**src/design/bmd_pkg.sv**
```systemverilog
package bmd_pkg;

  localparam int unsigned SampleBits = 10;
  localparam int unsigned DutyBits   = 8;

  localparam logic [7:0] KeyMode = 8'h23;
  localparam logic [DutyBits-1:0] DutyFull = 8'd255;
  localparam logic [DutyBits-1:0] DutyZero = 8'd0;

  localparam logic [7:0] LockoutTicksRst    = 8'd10;
  localparam logic [6:0] FadeStepRst        = 7'd15;
  localparam logic [7:0] BrightThresholdRst = 8'd245;
  localparam logic [7:0] DimThresholdRst    = 8'd50;
  localparam logic [7:0] BandLowRst         = 8'd60;
  localparam logic [7:0] BandHighRst        = 8'd235;

  typedef enum logic [1:0] {
    MODE_OFF  = 2'd0,
    MODE_ON   = 2'd1,
    MODE_AUTO = 2'd2
  } mode_e;

  typedef enum logic [2:0] {
    REG_LOCKOUT_TICKS    = 3'd0,
    REG_FADE_STEP        = 3'd1,
    REG_BRIGHT_THRESHOLD = 3'd2,
    REG_DIM_THRESHOLD    = 3'd3,
    REG_BAND_LOW         = 3'd4,
    REG_BAND_HIGH        = 3'd5
  } reg_idx_e;

  typedef struct packed {
    logic [7:0]            key_code;
    logic [SampleBits-1:0] light_sample;
  } in_item_t;

  typedef struct packed {
    logic [DutyBits-1:0] pwm_duty;
    logic [1:0]          mode;
  } out_item_t;

endpackage

```
**src/design/backlight_mode_dimmer.sv**
```systemverilog
// A result item is registered and presented in the cycle after its input item is accepted.
// Throughput: one item per cycle; ready follows the single output register, so a
// new item is taken whenever the result register is empty or being drained.
// Reset: mode on, duty 255, lockout count 0, configuration registers at defaults;
// no clearing pass, the block accepts items right after reset.
module backlight_mode_dimmer (
  input  logic                 clk_i,
  input  logic                 rst_ni,
  input  logic                 cfg_we_i,
  input  logic [2:0]           cfg_idx_i,
  input  logic [7:0]           cfg_data_i,
  input  logic                 in_valid_i,
  output logic                 in_ready_o,
  input  bmd_pkg::in_item_t    in_item_i,
  output logic                 out_valid_o,
  input  logic                 out_ready_i,
  output bmd_pkg::out_item_t   out_item_o
);

  logic [7:0] lockout_ticks_q;
  logic [6:0] fade_step_q;
  logic [7:0] bright_q;
  logic [7:0] dim_q;
  logic [7:0] band_low_q;
  logic [7:0] band_high_q;

  bmd_pkg::mode_e mode_q, mode_d;
  logic [7:0] duty_q, duty_d;
  logic [7:0] lockout_q, lockout_d;
  logic       out_valid_q;
  bmd_pkg::out_item_t out_item_q;

  logic       accept;
  logic [7:0] lock_dec;
  logic [7:0] light;
  logic [7:0] step;
  logic [7:0] duty_inv;

  always_ff @(posedge clk_i or negedge rst_ni) begin
    if (!rst_ni) begin
      lockout_ticks_q <= bmd_pkg::LockoutTicksRst;
      fade_step_q     <= bmd_pkg::FadeStepRst;
      bright_q        <= bmd_pkg::BrightThresholdRst;
      dim_q           <= bmd_pkg::DimThresholdRst;
      band_low_q      <= bmd_pkg::BandLowRst;
      band_high_q     <= bmd_pkg::BandHighRst;
    end else if (cfg_we_i) begin
      unique case (cfg_idx_i)
        bmd_pkg::REG_LOCKOUT_TICKS:    lockout_ticks_q <= cfg_data_i;
        bmd_pkg::REG_FADE_STEP:        fade_step_q     <= cfg_data_i[6:0];
        bmd_pkg::REG_BRIGHT_THRESHOLD: bright_q        <= cfg_data_i;
        bmd_pkg::REG_DIM_THRESHOLD:    dim_q           <= cfg_data_i;
        bmd_pkg::REG_BAND_LOW:         band_low_q      <= cfg_data_i;
        bmd_pkg::REG_BAND_HIGH:        band_high_q     <= cfg_data_i;
        default: ;
      endcase
    end
  end

  assign accept     = in_valid_i && in_ready_o;
  assign in_ready_o = !out_valid_q || out_ready_i;

  assign light    = in_item_i.light_sample[bmd_pkg::SampleBits-1 -: 8];
  assign step     = {1'b0, fade_step_q};
  assign lock_dec = (lockout_q != 8'd0) ? lockout_q - 8'd1 : 8'd0;
  assign duty_inv = bmd_pkg::DutyFull - step;

  always_comb begin
    mode_d    = mode_q;
    lockout_d = lock_dec;
    duty_d    = duty_q;
    if (in_item_i.key_code == bmd_pkg::KeyMode && lock_dec == 8'd0) begin
      lockout_d = lockout_ticks_q;
      unique case (mode_q)
        bmd_pkg::MODE_OFF: mode_d = bmd_pkg::MODE_ON;
        bmd_pkg::MODE_ON:  mode_d = bmd_pkg::MODE_AUTO;
        default:           mode_d = bmd_pkg::MODE_OFF;
      endcase
    end
    unique case (mode_d)
      bmd_pkg::MODE_OFF: begin
        if (duty_q <= step) begin
          duty_d = bmd_pkg::DutyZero;
        end else begin
          duty_d = duty_q - step;
        end
      end
      bmd_pkg::MODE_ON: begin
        if (duty_q >= duty_inv) begin
          duty_d = bmd_pkg::DutyFull;
        end else begin
          duty_d = duty_q + step;
        end
      end
      bmd_pkg::MODE_AUTO: begin
        if (light >= bright_q) begin
          duty_d = bmd_pkg::DutyFull;
        end else if (light <= dim_q) begin
          duty_d = dim_q;
        end else if (light < band_high_q && light > band_low_q) begin
          duty_d = light;
        end
      end
      default: ;
    endcase
  end

  always_ff @(posedge clk_i or negedge rst_ni) begin
    if (!rst_ni) begin
      mode_q      <= bmd_pkg::MODE_ON;
      duty_q      <= bmd_pkg::DutyFull;
      lockout_q   <= 8'd0;
      out_valid_q <= 1'b0;
    end else begin
      if (accept) begin
        mode_q      <= mode_d;
        duty_q      <= duty_d;
        lockout_q   <= lockout_d;
        out_valid_q <= 1'b1;
      end else if (out_ready_i) begin
        out_valid_q <= 1'b0;
      end
    end
  end

  always_ff @(posedge clk_i) begin
    if (accept) begin
      out_item_q.pwm_duty <= duty_d;
      out_item_q.mode     <= mode_d;
    end
  end

  assign out_valid_o = out_valid_q;
  assign out_item_o  = out_item_q;

`ifndef SYNTHESIS
  a_idle_holds_state: assert property (@(posedge clk_i) disable iff (!rst_ni)
    !accept |=> $stable(mode_q) && $stable(duty_q) && $stable(lockout_q))
    else $error("state changed without an item");

  a_lockout_counts_down: assert property (@(posedge clk_i) disable iff (!rst_ni)
    accept && lockout_q > 8'd1 |=> lockout_q == $past(lockout_q) - 8'd1)
    else $error("lockout counter did not count down");

  a_mode_needs_key: assert property (@(posedge clk_i) disable iff (!rst_ni)
    accept && in_item_i.key_code != bmd_pkg::KeyMode |=> mode_q == $past(mode_q))
    else $error("mode changed without mode key");

  a_off_never_brightens: assert property (@(posedge clk_i) disable iff (!rst_ni)
    accept && mode_d == bmd_pkg::MODE_OFF |=> duty_q <= $past(duty_q))
    else $error("duty rose in off mode");

  a_result_matches_state: assert property (@(posedge clk_i) disable iff (!rst_ni)
    accept |=> out_item_q.pwm_duty == duty_q && out_item_q.mode == mode_q)
    else $error("result item differs from state");
`endif

endmodule
```
**config.mk**
```make
export PLATFORM = sky130hd
export DESIGN_NAME = backlight_mode_dimmer
export DESIGN_NICKNAME = d
export VERILOG_FILES = /design/src/design/bmd_pkg.sv /design/src/design/backlight_mode_dimmer.sv
export SDC_FILE = /design/constraint.sdc
export NUM_CORES = 1
export LEC_CHECK = 0
export ABC_AREA = 1
export BUFFER_PORTS_ARGS = -buffer_cell sky130_fd_sc_hd__buf_4
export CELL_PAD_IN_SITES_DETAIL_PLACEMENT = 1
export CELL_PAD_IN_SITES_GLOBAL_PLACEMENT = 2
export CORE_UTILIZATION = 38
export DETAILED_ROUTE_END_ITERATION = 6
export GPL_ROUTABILITY_DRIVEN = 0
export MAX_ROUTING_LAYER = met4
export PLACE_DENSITY_LB_ADDON = 0.1
export SYNTH_ARGS = -nofsm -noshare
export SYNTH_HDL_FRONTEND = slang
export SYNTH_SLANG_ARGS = --single-unit
export TNS_END_PERCENT = 10
```
**constraint.sdc**
```tcl
create_clock -name clk_i -period 6.3 [get_ports clk_i]
set_clock_uncertainty 0.2 [all_clocks]
set_input_delay 0.63 -clock clk_i [delete_from_list [all_inputs] [get_ports clk_i]]
set_output_delay 0.63 -clock clk_i [all_outputs]
set_load 0.05 [all_outputs]
```
=== Yosys cells after proc, flatten, opt, wreduce, memory -nomap -nowiden ===
Index checks and enable logic that the tools add are counted.

* Flip-flop bits (word level): 76
* Input bits: 34
* Output and inout port bits: 12
* Word-level logic and storage cells: 60

* $add $sub $neg: 4
* $lt $le $gt $ge: 6
* Equal/unequal tests: 9
* Muxes and demuxes: 12
* Reduce and logical (&&, ||, !) cells: 17

{| class="wikitable"
|+ Operators by type and width
! operator !! number
|-
| 8-bit 2-to-1 mux || 7
|-
| 8-bit case mux with 3 select lines || 1
|-
| 8-bit greater-or-equal comparator || 2
|-
| 2-bit AND reduction || 6
|-
| 8-bit by 7-bit adder with 8-bit output || 1
|-
| 8-bit by 6-bit equality test with 1-bit output, second input constant || 1
|-
| 8-bit greater-than comparator || 1
|-
| 8-bit by 7-bit less-or-equal comparator with 1-bit output || 1
|-
| 8-bit less-or-equal comparator || 1
|-
| 8-bit zero test || 1
|-
| 8-bit less-than comparator || 1
|-
| 8-bit nonzero test || 1
|-
| 8-bit by 1-bit subtractor with 8-bit output, second input constant || 1
|-
| 8-bit by 7-bit subtractor with 8-bit output || 1
|-
| 8-bit by 7-bit subtractor with 8-bit output, first input constant || 1
|-
| 3-bit by 2-bit equality test with 1-bit output, second input constant || 2
|-
| 3-bit equality test, second input constant || 2
|-
| 2-bit by 1-bit equality test with 1-bit output, second input constant || 2
|-
| 2-bit zero test || 2
|-
| 2-bit case mux with 2 select lines || 1
|-
| 3-bit by 1-bit equality test with 1-bit output, second input constant || 1
|-
| 1-bit logical AND || 3
|-
| 3-bit zero test || 1
|-
| 2-bit equality test, second input constant || 1
|-
| 5 further kinds || 6
|}

=== Depth between registers and ports, before layout ===
Gate-level depths: netlist of run 1.

* Depth after elaboration: 7
* Gate-level depth with buffers: 17
* Depth with buffers taken out: 16

=== Least setup slack after synthesis of run 1 ===
No wires, ideal clock.

* Path type: register to register
* From: reg fade_step_q[0]
* To: reg out_item_q (netlist bit out_item_o[8]) (data pin)
* Setup time: 255 ps
* Arrival: 2211 ps
* Required time: 5845 ps
* Setup slack: 3635 ps
* Stages on the path, launching flop included: 15
* Buffers on the path: 0
* Period minus slack after synthesis: 2665 ps
* Path through: dfstp_2 -> ha_1 -> inv_1 -> fa_1 -> nand2_1 -> nand2_1 -> nand2_1 -> nand2_1 -> nand2_1 -> nand2_1 -> a21oi_1 -> nor2_1 -> nand3_1 -> nand3_1 -> and2_1

* Word-level cells in the longest chain between the ends: 4
* Elaborated cells on any way between the ends: 8
* Classes of those cells: add/sub (3); order compare (2); mux (3)

{| class="wikitable"
|+ Ends and longest elaborated chain
! element !! RTL line !! RTL
|-
| start, declared || backlight_mode_dimmer.sv:21 || <nowiki>logic [6:0] fade_step_q;</nowiki>
|-
| start signal, assigned || backlight_mode_dimmer.sv:42 || <nowiki>fade_step_q <= bmd_pkg::FadeStepRst;</nowiki>
|-
| start signal, assigned || backlight_mode_dimmer.sv:50 || <nowiki>bmd_pkg::REG_FADE_STEP: fade_step_q <= cfg_data_i[6:0];</nowiki>
|-
| 8-bit by 7-bit subtractor with 8-bit output || backlight_mode_dimmer.sv:66 || <nowiki>assign duty_inv = bmd_pkg::DutyFull - step;</nowiki>
|-
| 8-bit greater-or-equal comparator || backlight_mode_dimmer.sv:89 || <nowiki>if (duty_q >= duty_inv) begin</nowiki>
|-
| 8-bit 2-to-1 mux || backlight_mode_dimmer.sv:89 ||
|-
| 8-bit case mux with 3 select lines (*) || backlight_mode_dimmer.sv:80 || <nowiki>unique case (mode_d)</nowiki>
|-
| net duty_d[6] || backlight_mode_dimmer.sv:28 || <nowiki>logic [7:0] duty_q, duty_d;</nowiki>
|-
| end, declared || backlight_mode_dimmer.sv:31 || <nowiki>bmd_pkg::out_item_t out_item_q;</nowiki>
|}

Mark *: on every way through the listed nets, which the timed path passes. The rest lies on a longest branch.
A chain may end at the register's enable or synchronous reset.

=== Final worst setup path of run 1 ===
* From: reg fade_step_q[0]
* To: reg out_item_q (netlist bit out_item_o[7]) (data pin)

The elaborated chain is that of the path after synthesis.

==> impl_metrics.ini, run 1 <==
[run_status]
outcome = completed

[yosys]
synth_seq_cells = 76
synth-async-reset-ratio = 0.868
synth_flop_cell = dfstp_2
avgSynthCellArea_sq_um = 7.38
yosysSeqAreaShare = 0.374
synth_area_sq_um = 5330
yosys.cell_types.count = 35
yosys_warnings = 0
synth_edf_count = 10
syn_inst = 722
synth_nets = 805

[pwr]
power.total_uw = 2600
max-vdd-ir-drop_v = 0.000134
p_leak_uw = 0.00309
power.density_nw_per_um2 = 428

[layout]
insertedDiodeCount = 0
final_cell_mix = 198 x nand2_1, 111 x inv_1, 69 x o21ai_0, 54 x nand3_1, 47 x ha_1
post-route-util = 0.453
drive_above_1_share = 0.156
final_nets = 846
area_growth_pct = 14.3
final_common_cell = nand2_1

[setup_path]
reg2reg_to = out_item_o[7]$_DFFE_PP_
cp_num_buf_inv = 1
cp_common_cell = nand2_1
reg2reg_depth = 14
cp.arrival_ns = 3.23
crit_cells = 14
worstSetupPathType = reg2reg
cp_max_fo = 8
cpPeakStageDelay_ns = 0.60
start_kind = flop
path_cells = ha_1 > inv_1 > fa_1 > nand2_1 > nand2_1 > nand2_1 > nand2_1 > nand2_1 > nand2_1 > a21oi_1 > nor2_1 > nand3_1 > nand3_1 > and2_1
worstPathRequired_ns = 6.21
slowest_stage = a21oi_1
r2r_slack_ns = 2.98
crit_path_end_kind = flop
r2r_start = fade_step_q[0]$_DFFE_PN1P_
cpLargestDelayFamily = simple AND/OR/NAND/NOR gates

[timing]
tightest_slew_ns = 1.09
rsz0062_at_grt = no
fmax_ghz = 0.301
timing.final.hold_violations = 0
maxSlewHeadroom = 0.273
fin_crit_ns = 3.32
slew_violations = 0
fin_setup_tns_ns = 0
setup_violations = 0
min_period_over_period = 0.527

[drt]
wire_per_inst_um = 16.4
dr.pass1.iters = 4
routed_wl_um = 15500
ant_nets = 0
vias = 4856
drt_iter0_drc = 207
viasPerCell = 5.14
drc_errors = 0

[clock_network]
clk_path_buf_depth = 2
htree_levels = 3
postCtsHoldBufs = 0
post_cts_resized = 0
clk_latency_ns = 0.35
cts_tree = built
cts.sink_count = 76
numCtsBuffers = 9
cts_setup_buffers = 0
clk_pin_slew_ns = 0.06
cts_root_buf = clkbuf_16

[floorplan]
die_area_sq_um = 14500
core_sq_um = 13500
fp.dieW_um = 120
rows = 42
start_util = 0.396
io_pins = 46
die_h_um = 120

[min_path]
hold_path.class = in2async

[grt]
grt_max_degree = 67
grt_first_pass_wirelength_um = 26000
antenna_found_initial = 0
overflow = 0
grt_pass1_vias = 5091
grtUsageTotal = 0.240

[place]
port_buffers = 43
dp_hpwl_um = 11700

[run]
cap_violations = 0
[power breakdown]
group,switching (uW),internal [uW],leakage [uW],total [uW]
registers,116,691,0.000847,807
clock network,230,281,0.000140,511
logic,839,447,0.00211,1290
total,1180,1420,0.00309,2600
[layer usage]
| metal | track usage | part of all wire | up-vias |
|---|---|---|---|
| met5 | - | 0 | - |
| met4 | 0.0671 | 0.016 | 0 |
| met2 | 0.389 | 0.47 | 70 |
| met1 | 0.310 | 0.48 | 2351 |
| met3 | 0.0415 | 0.032 | 19 |
| li1 | - | - | 2416 |
[kinds of logic after synthesis]
group,count (synthesis),synth area share
fa+ha+maj,49,0.118
buf+inv,129,0.0940
simple gates,336,0.277
flops,76,0.374
xor+xnor,9,0.0148
compound gates,123,0.122
[worst max path at each step]
stage	start	end	slack, ns
after floorplan	fade_step_q[0]$_DFFE_PN1P_	out_item_o[8]$_DFFE_PP_	3.63
after global placement	fade_step_q[0]$_DFFE_PN1P_	out_item_o[4]$_DFFE_PP_	3.05
after detailed placement	fade_step_q[0]$_DFFE_PN1P_	out_item_o[7]$_DFFE_PP_	2.97
after CTS	fade_step_q[0]$_DFFE_PN1P_	out_item_o[7]$_DFFE_PP_	2.95
after global routing	fade_step_q[0]$_DFFE_PN1P_	out_item_o[7]$_DFFE_PP_	2.80
final	fade_step_q[0]$_DFFE_PN1P_	out_item_o[7]$_DFFE_PP_	2.98
[per-stage QoR]
| step | hold WS, ns | cell area, sq um | std cells | setup WS, ns |
|---|---|---|---|---|
| after floorplan | 0.134 | 5330 | 722 | 3.63 |
| after global placement | 0.265 | 5800 | 928 | 3.05 |
| after detailed placement | 0.272 | 5800 | 928 | 2.97 |
| after CTS | 0.237 | 6090 | 944 | 2.95 |
| after global routing | 0.267 | 6090 | 944 | 2.80 |
| final | 0.200 | 6090 | 944 | 2.98 |
[worst reg2reg max path, cell delays in order (launching register included)]
cell     delay [ns]
dfstp_2        0.59
ha_1           0.20
inv_1          0.08
fa_1           0.41
nand2_1        0.09
nand2_1        0.10
nand2_1        0.10
nand2_1        0.06
nand2_1        0.08
nand2_1        0.06
a21oi_1        0.60
nor2_1         0.11
nand3_1        0.13
nand3_1        0.11
and2_1         0.16
[synthesized netlist by cell type, types with 2 or more instances]
library cell  count  area [sq um]
a21o_1            2          15.0
a21oi_1          38           190
a31oi_1           4          25.0
and2_1            7          43.8
buf_6             2          22.5
clkbuf_1         10          37.5
dfrtp_1          32           801
dfstp_2          34           893
edfxtp_1         10           300
fa_1              2          40.0
ha_1             47           588
inv_1           111           417
inv_2             5          18.8
nand2_1         198           743
nand2_2           3          18.8
nand3_1          54           270
nand3_2           2          20.0
nand4_1          15          93.8
nor2_1           41           154
nor2_2           10          62.6
nor2_4            2          22.5
o21ai_0          69           345
o21ai_2           2          17.5
o21bai_1          3          22.5
o22ai_1           2          12.5
xnor2_1           2          17.5
xor2_1            7          61.3
[sequential cells by signal, indices dropped and copies added (netlist names)]
name             count
out_item_o          10
band_high_q          8
band_low_q           8
bright_q             8
dim_q                8
duty_q               8
lockout_q            8
lockout_ticks_q      8
fade_step_q          7
mode_q               2
out_valid_o          1
[cell type report]
class / count / area [sq um]
flip-flops and latches: 76 / 1990
clock buffers: 10 / 239
clock inverters: 6 / 45.0
fillers: 1736 / 7360
inverters: 116 / 435
well taps: 176 / 220
repair buffers: 43 / 323
multi-input cells: 517 / 2830
(Power assumes the default switching activity.)
==> run 2, diff against run 1 <==
--- a/config.mk
+++ b/config.mk
@@ -9,7 +9,7 @@
 export BUFFER_PORTS_ARGS = -buffer_cell sky130_fd_sc_hd__buf_4
 export CELL_PAD_IN_SITES_DETAIL_PLACEMENT = 1
 export CELL_PAD_IN_SITES_GLOBAL_PLACEMENT = 2
-export CORE_UTILIZATION = 38
+export CORE_UTILIZATION = 35
 export DETAILED_ROUTE_END_ITERATION = 6
 export GPL_ROUTABILITY_DRIVEN = 0
 export MAX_ROUTING_LAYER = met4
==> constraint.sdc (replaced) <==
create_clock -name clk_i -period 3.4 [get_ports clk_i]
set_clock_uncertainty 0.2 [all_clocks]
set_input_delay 0.34 -clock clk_i [delete_from_list [all_inputs] [get_ports clk_i]]
set_output_delay 0.34 -clock clk_i [all_outputs]
set_load 0.05 [all_outputs]
==> impl_metrics.ini, run 2 (synthesis results as in run 1) <==
[layout]
insertedDiodeCount = 0
area_growth_pct = 14.9
final_cell_mix = 198 x nand2_1, 111 x inv_1, 69 x o21ai_0, 54 x nand3_1, 47 x ha_1
final_cell_area_sq_um = 6120
fillers = 1844
post-route-util = 0.416
final_nets = 850
largest_register_ffs = 10
drive_above_1_share = 0.159
final_cells = 956
final_common_cell = nand2_1

[clock_network]
htree_levels = 3
clk_latency_ns = 0.35
clk_path_buf_depth = 2
clk_pin_slew_ns = 0.06
cts_root_buf = clkbuf_16
cts_setup_buffers = 0
post_cts_resized = 0
cts_tree = built
numCtsBuffers = 9
cts.sink_count = 76
postCtsHoldBufs = 1

[run_status]
failed_checks = design-rule violations
outcome = complete, but fails checks

[setup_path]
cp.arrival_ns = 2.96
worstPathRequired_ns = 3.30
startpoint = lockout_q[0]$_DFFE_PN0P_
crit_path_end_kind = flop
cp_max_fo = 11
start_kind = flop
r2r_start = lockout_q[0]$_DFFE_PN0P_
worstSetupPathType = reg2reg

[floorplan]
io_pins = 46
fp.dieW_um = 125
start_util = 0.362
die_h_um = 125
core_sq_um = 14700
rows = 44
die_area_sq_um = 15700

[grt]
grt_max_degree = 67
overflow = 0
met2_usage = 0.384
antenna_found_initial = 0
grt_first_pass_wirelength_um = 26400
use_met1 = 0.276
grtUsageMet3 = 0.0342
grt_pass1_vias = 5123
top_usage_layer = met2
grtUsageTotal = 0.224

[pwr]
power.density_nw_per_um2 = 781
p_leak_uw = 0.00311
max-vdd-ir-drop_v = 0.000229
power.total_uw = 4780

[drt]
vias = 4819
viasPerCell = 5.04
wire_per_inst_um = 16.5
drt_iter0_drc = 224
drc_errors = 6
ant_nets = 0
routed_wl_um = 15800
dr.pass1.iters = 7

[min_path]
min_from = out_ready_i
hold_path.class = in2reg

[run]
cap_violations = 0

[place]
port_buffers = 43
place_area_sq_um = 5840
place_inst = 939
dp_hpwl_um = 11800

[timing]
min_period_over_period = 0.898
timing.final.hold_violations = 0
tightest_slew_ns = 0.940
fin_setup_tns_ns = 0
slew_violations = 0
setup_violations = 0
maxSlewHeadroom = 0.373
fmax_ghz = 0.328
fin_crit_ns = 3.05
rsz0062_at_grt = no
run 2: cell count changes in the layout (fill, tap and decap cells not counted), sizes merged:
cell / before / now
buf: 43 / 46
dlygate4sd3: 0 / 1
inv: 119 / 118
clkinv: 2 / 5
clkbuf: 10 / 9
clkinvlp: 1 / 0
run 2: final timing paths:
kind	to	slack, ns	depth (start not counted)
worst min register to register	band_high_q[4]$_DFFE_PN0P_	0.28	2
worst max-delay path	out_item_o[7]$_DFFE_PP_	0.35	14
min in group asynchronous	out_valid_o$_DFFE_PN0P_	0.47	2
worst max register to register	out_item_o[7]$_DFFE_PP_	0.35	14
worst min-delay path	out_valid_o$_DFFE_PN0P_	0.08	4
max in group asynchronous	band_low_q[7]$_DFFE_PN0P_	1.92	2
run 2: area by class of cell:
class | count | area (sq um) | area share
inverters | 116 | 435 | 0.0711
clock inverters | 7 | 50.0 | 0.00817
multi-input cells | 517 | 2830 | 0.462
well taps | 184 | 230 | 0.0376
repair buffers | 47 | 355 | 0.0580
flip-flops and latches | 76 | 1990 | 0.326
clock buffers | 9 | 225 | 0.0368
run 2: per-layer routing:
metal,up-vias,part of all wire,wire length [um]
li1,2421,-,-
met1,2328,0.46,7330
met2,56,0.50,7810
met3,14,0.030,476
met4,0,0.010,157
met5,-,0,0
run 2: report_power, final:
group	internal, uW	switching, uW
combinational	840	1530
sequential	1280	216
clock	498	418
total	2620	2160
run 2: metrics by stage:
step / hold slack (ns) / setup slack (ns)
after floorplan: -0.156 / 0.735
after global placement: 0.268 / 0.421
after detailed placement: 0.278 / 0.339
after CTS: 0.0700 / 0.322
after global routing: 0.108 / 0.121
final: 0.0783 / 0.348
run 2: worst max-delay path: stages, from the launching register on:
cell     delay, ns
dfrtp_1       0.39
inv_2         0.13
ha_1          0.31
nand2_2       0.12
nor2_4        0.12
nand3_1       0.08
nand2_1       0.15
inv_1         0.09
nor2_4        0.15
nand3_4       0.15
nand2_1       0.09
nand2_1       0.32
nand3_1       0.23
nand3_1       0.12
and2_1        0.15
==> run 3, diff against run 2 <==
--- a/config.mk
+++ b/config.mk
@@ -6,11 +6,12 @@
 export NUM_CORES = 1
 export LEC_CHECK = 0
 export ABC_AREA = 1
-export BUFFER_PORTS_ARGS = -buffer_cell sky130_fd_sc_hd__buf_4
 export CELL_PAD_IN_SITES_DETAIL_PLACEMENT = 1
 export CELL_PAD_IN_SITES_GLOBAL_PLACEMENT = 2
-export CORE_UTILIZATION = 35
+export CORE_UTILIZATION = 39
+export CTS_BUF_LIST = sky130_fd_sc_hd__clkbuf_8
 export DETAILED_ROUTE_END_ITERATION = 6
+export DONT_BUFFER_PORTS = 1
 export GPL_ROUTABILITY_DRIVEN = 0
 export MAX_ROUTING_LAYER = met4
 export PLACE_DENSITY_LB_ADDON = 0.1
==> impl_metrics.ini, run 3 (synthesis results as in run 1) <==
[setup_path]
cp.arrival_ns = 2.98
path_cells = inv_2 > ha_1 > nand2_2 > nor2_4 > nand3_1 > nand2_1 > inv_1 > nor2_4 > nand3_4 > nand2_1 > nand2_1 > nand3_1 > nand3_1 > and2_1
worstPathRequired_ns = 3.32
start_kind = flop
slowest_stage = dfrtp_1
worstSetupPathType = reg2reg
crit_path_end_kind = flop
cpPeakStageDelay_ns = 0.40
cp_max_fo = 11

[floorplan]
start_util = 0.401
io_pins = 46
fp.dieW_um = 119
die_h_um = 119
rows = 42
core_sq_um = 13300
die_area_sq_um = 14100

[layout]
insertedDiodeCount = 0
drive_above_1_share = 0.110
largest_register_ffs = 10
final_common_cell = nand2_1
area_growth_pct = 7.38
final_nets = 808
fillers = 1685
final_cell_mix = 198 x nand2_1, 112 x inv_1, 69 x o21ai_0, 54 x nand3_1, 47 x ha_1
post-route-util = 0.430
final_cell_area_sq_um = 5720

[pwr]
max-vdd-ir-drop_v = 0.000200
p_leak_uw = 0.00287
power.density_nw_per_um2 = 773
power.total_uw = 4420

[drt]
drc_errors = 0
dr_wl_met2_um = 7410
met1Wirelength_um = 7000
ant_nets = 0
dr.pass1.iters = 4
routed_wl_um = 15200
met3WireLength_um = 513
drt_iter0_drc = 189
viasPerCell = 5.12
wire_per_inst_um = 16.7
vias = 4636
highest_layer = met4

[clock_network]
cts_root_buf = clkbuf_8
htree_levels = 3
numCtsBuffers = 9
cts_tree = built
clk_latency_ns = 0.36
cts.sink_count = 76
clk_path_buf_depth = 2
post_cts_resized = 0
clk_pin_slew_ns = 0.09

[timing]
tightest_slew_ns = 1.04
maxSlewHeadroom = 0.309
timing.final.hold_violations = 0
rsz0062_at_grt = no
fin_setup_tns_ns = 0
fin_crit_ns = 3.06
fmax_ghz = 0.327
fin_hold_ws_ns = 0.0583
slew_violations = 0
setup_violations = 0
min_period_over_period = 0.900

[grt]
overflow = 0
grtUsageTotal = 0.238
grt_max_degree = 67
antenna_found_initial = 0
grt_first_pass_wirelength_um = 25200
grt_pass1_vias = 4907

[place]
dp_hpwl_um = 11400
port_buffers = 0
place_area_sq_um = 5500

[min_path]
hold_path.class = in2reg

[run]
cap_violations = 0

[run_status]
outcome = completed
## run 3: changes by cell type in the layout (fill, tap and decap cells not counted), moves of 2 or more
cell	delta
buf_4	-43
clkbuf_16	-9
clkbuf_8	+10
clkinv_2	-2
## run 3: area by class of cell
type,instances,area (sq um),area share
clock buffer,10,138,0.0241
clock inverter,6,40.0,0.00700
inverter,116,435,0.0761
multi-input combinational,517,2830,0.495
sequential,76,1990,0.349
tap,176,220,0.0385
timing repair buffer,5,60.1,0.0105
## run 3: worst paths after layout
| path | cells after the start | end | from | slack [ns] |
|---|---|---|---|---|
| max | 14 | out_item_o[7]$_DFFE_PP_ | lockout_q[0]$_DFFE_PN0P_ | 0.34 |
| min | 2 | lockout_ticks_q[1]$_DFFE_PN1P_ | cfg_data_i[1] | 0.06 |
| max reg2reg | 14 | out_item_o[7]$_DFFE_PP_ | lockout_q[0]$_DFFE_PN0P_ | 0.34 |
| min reg2reg | 2 | duty_q[0]$_DFFE_PN1P_ | duty_q[0]$_DFFE_PN1P_ | 0.28 |
| max in group asynchronous | 2 | duty_q[0]$_DFFE_PN1P_ | rst_ni | 2.32 |
| min in group asynchronous | 2 | out_valid_o$_DFFE_PN0P_ | rst_ni | 0.31 |
## run 3: per-stage QoR
step	setup slack, ns	std cells
after floorplan	0.735	722
after global placement	0.419	888
after detailed placement	0.366	888
after CTS	0.346	906
after global routing	0.0639	906
final	0.340	906
## run 3: report_power, final
group / internal [uW] / switching, uW / total [uW]
Clock: 286 / 372 / 658
Sequential: 1280 / 378 / 1660
Combinational: 762 / 1340 / 2100
## run 3: critical path, delay by kind of cell (launching register included)
kind	cells	cell delay, ns
AND/OR/NAND/NOR	11	1.69
flip-flops	1	0.40
adder cells (fa/ha/maj)	1	0.30
buffers and inverters	2	0.22
## run 3: timing repair
| item | in CTS | in global routing |
|---|---|---|
| hold endpoints to repair | 66 | 0 |
| buffers inserted | 0 | 0 |
| hold buffers | 2 | 0 |
## run 3: layer usage
layer | up-vias | GRT usage
met5 | - | -
met1 | 2225 | 0.287
met2 | 62 | 0.402
met3 | 14 | 0.0445
met4 | 0 | 0.0728
li1 | 2335 | -
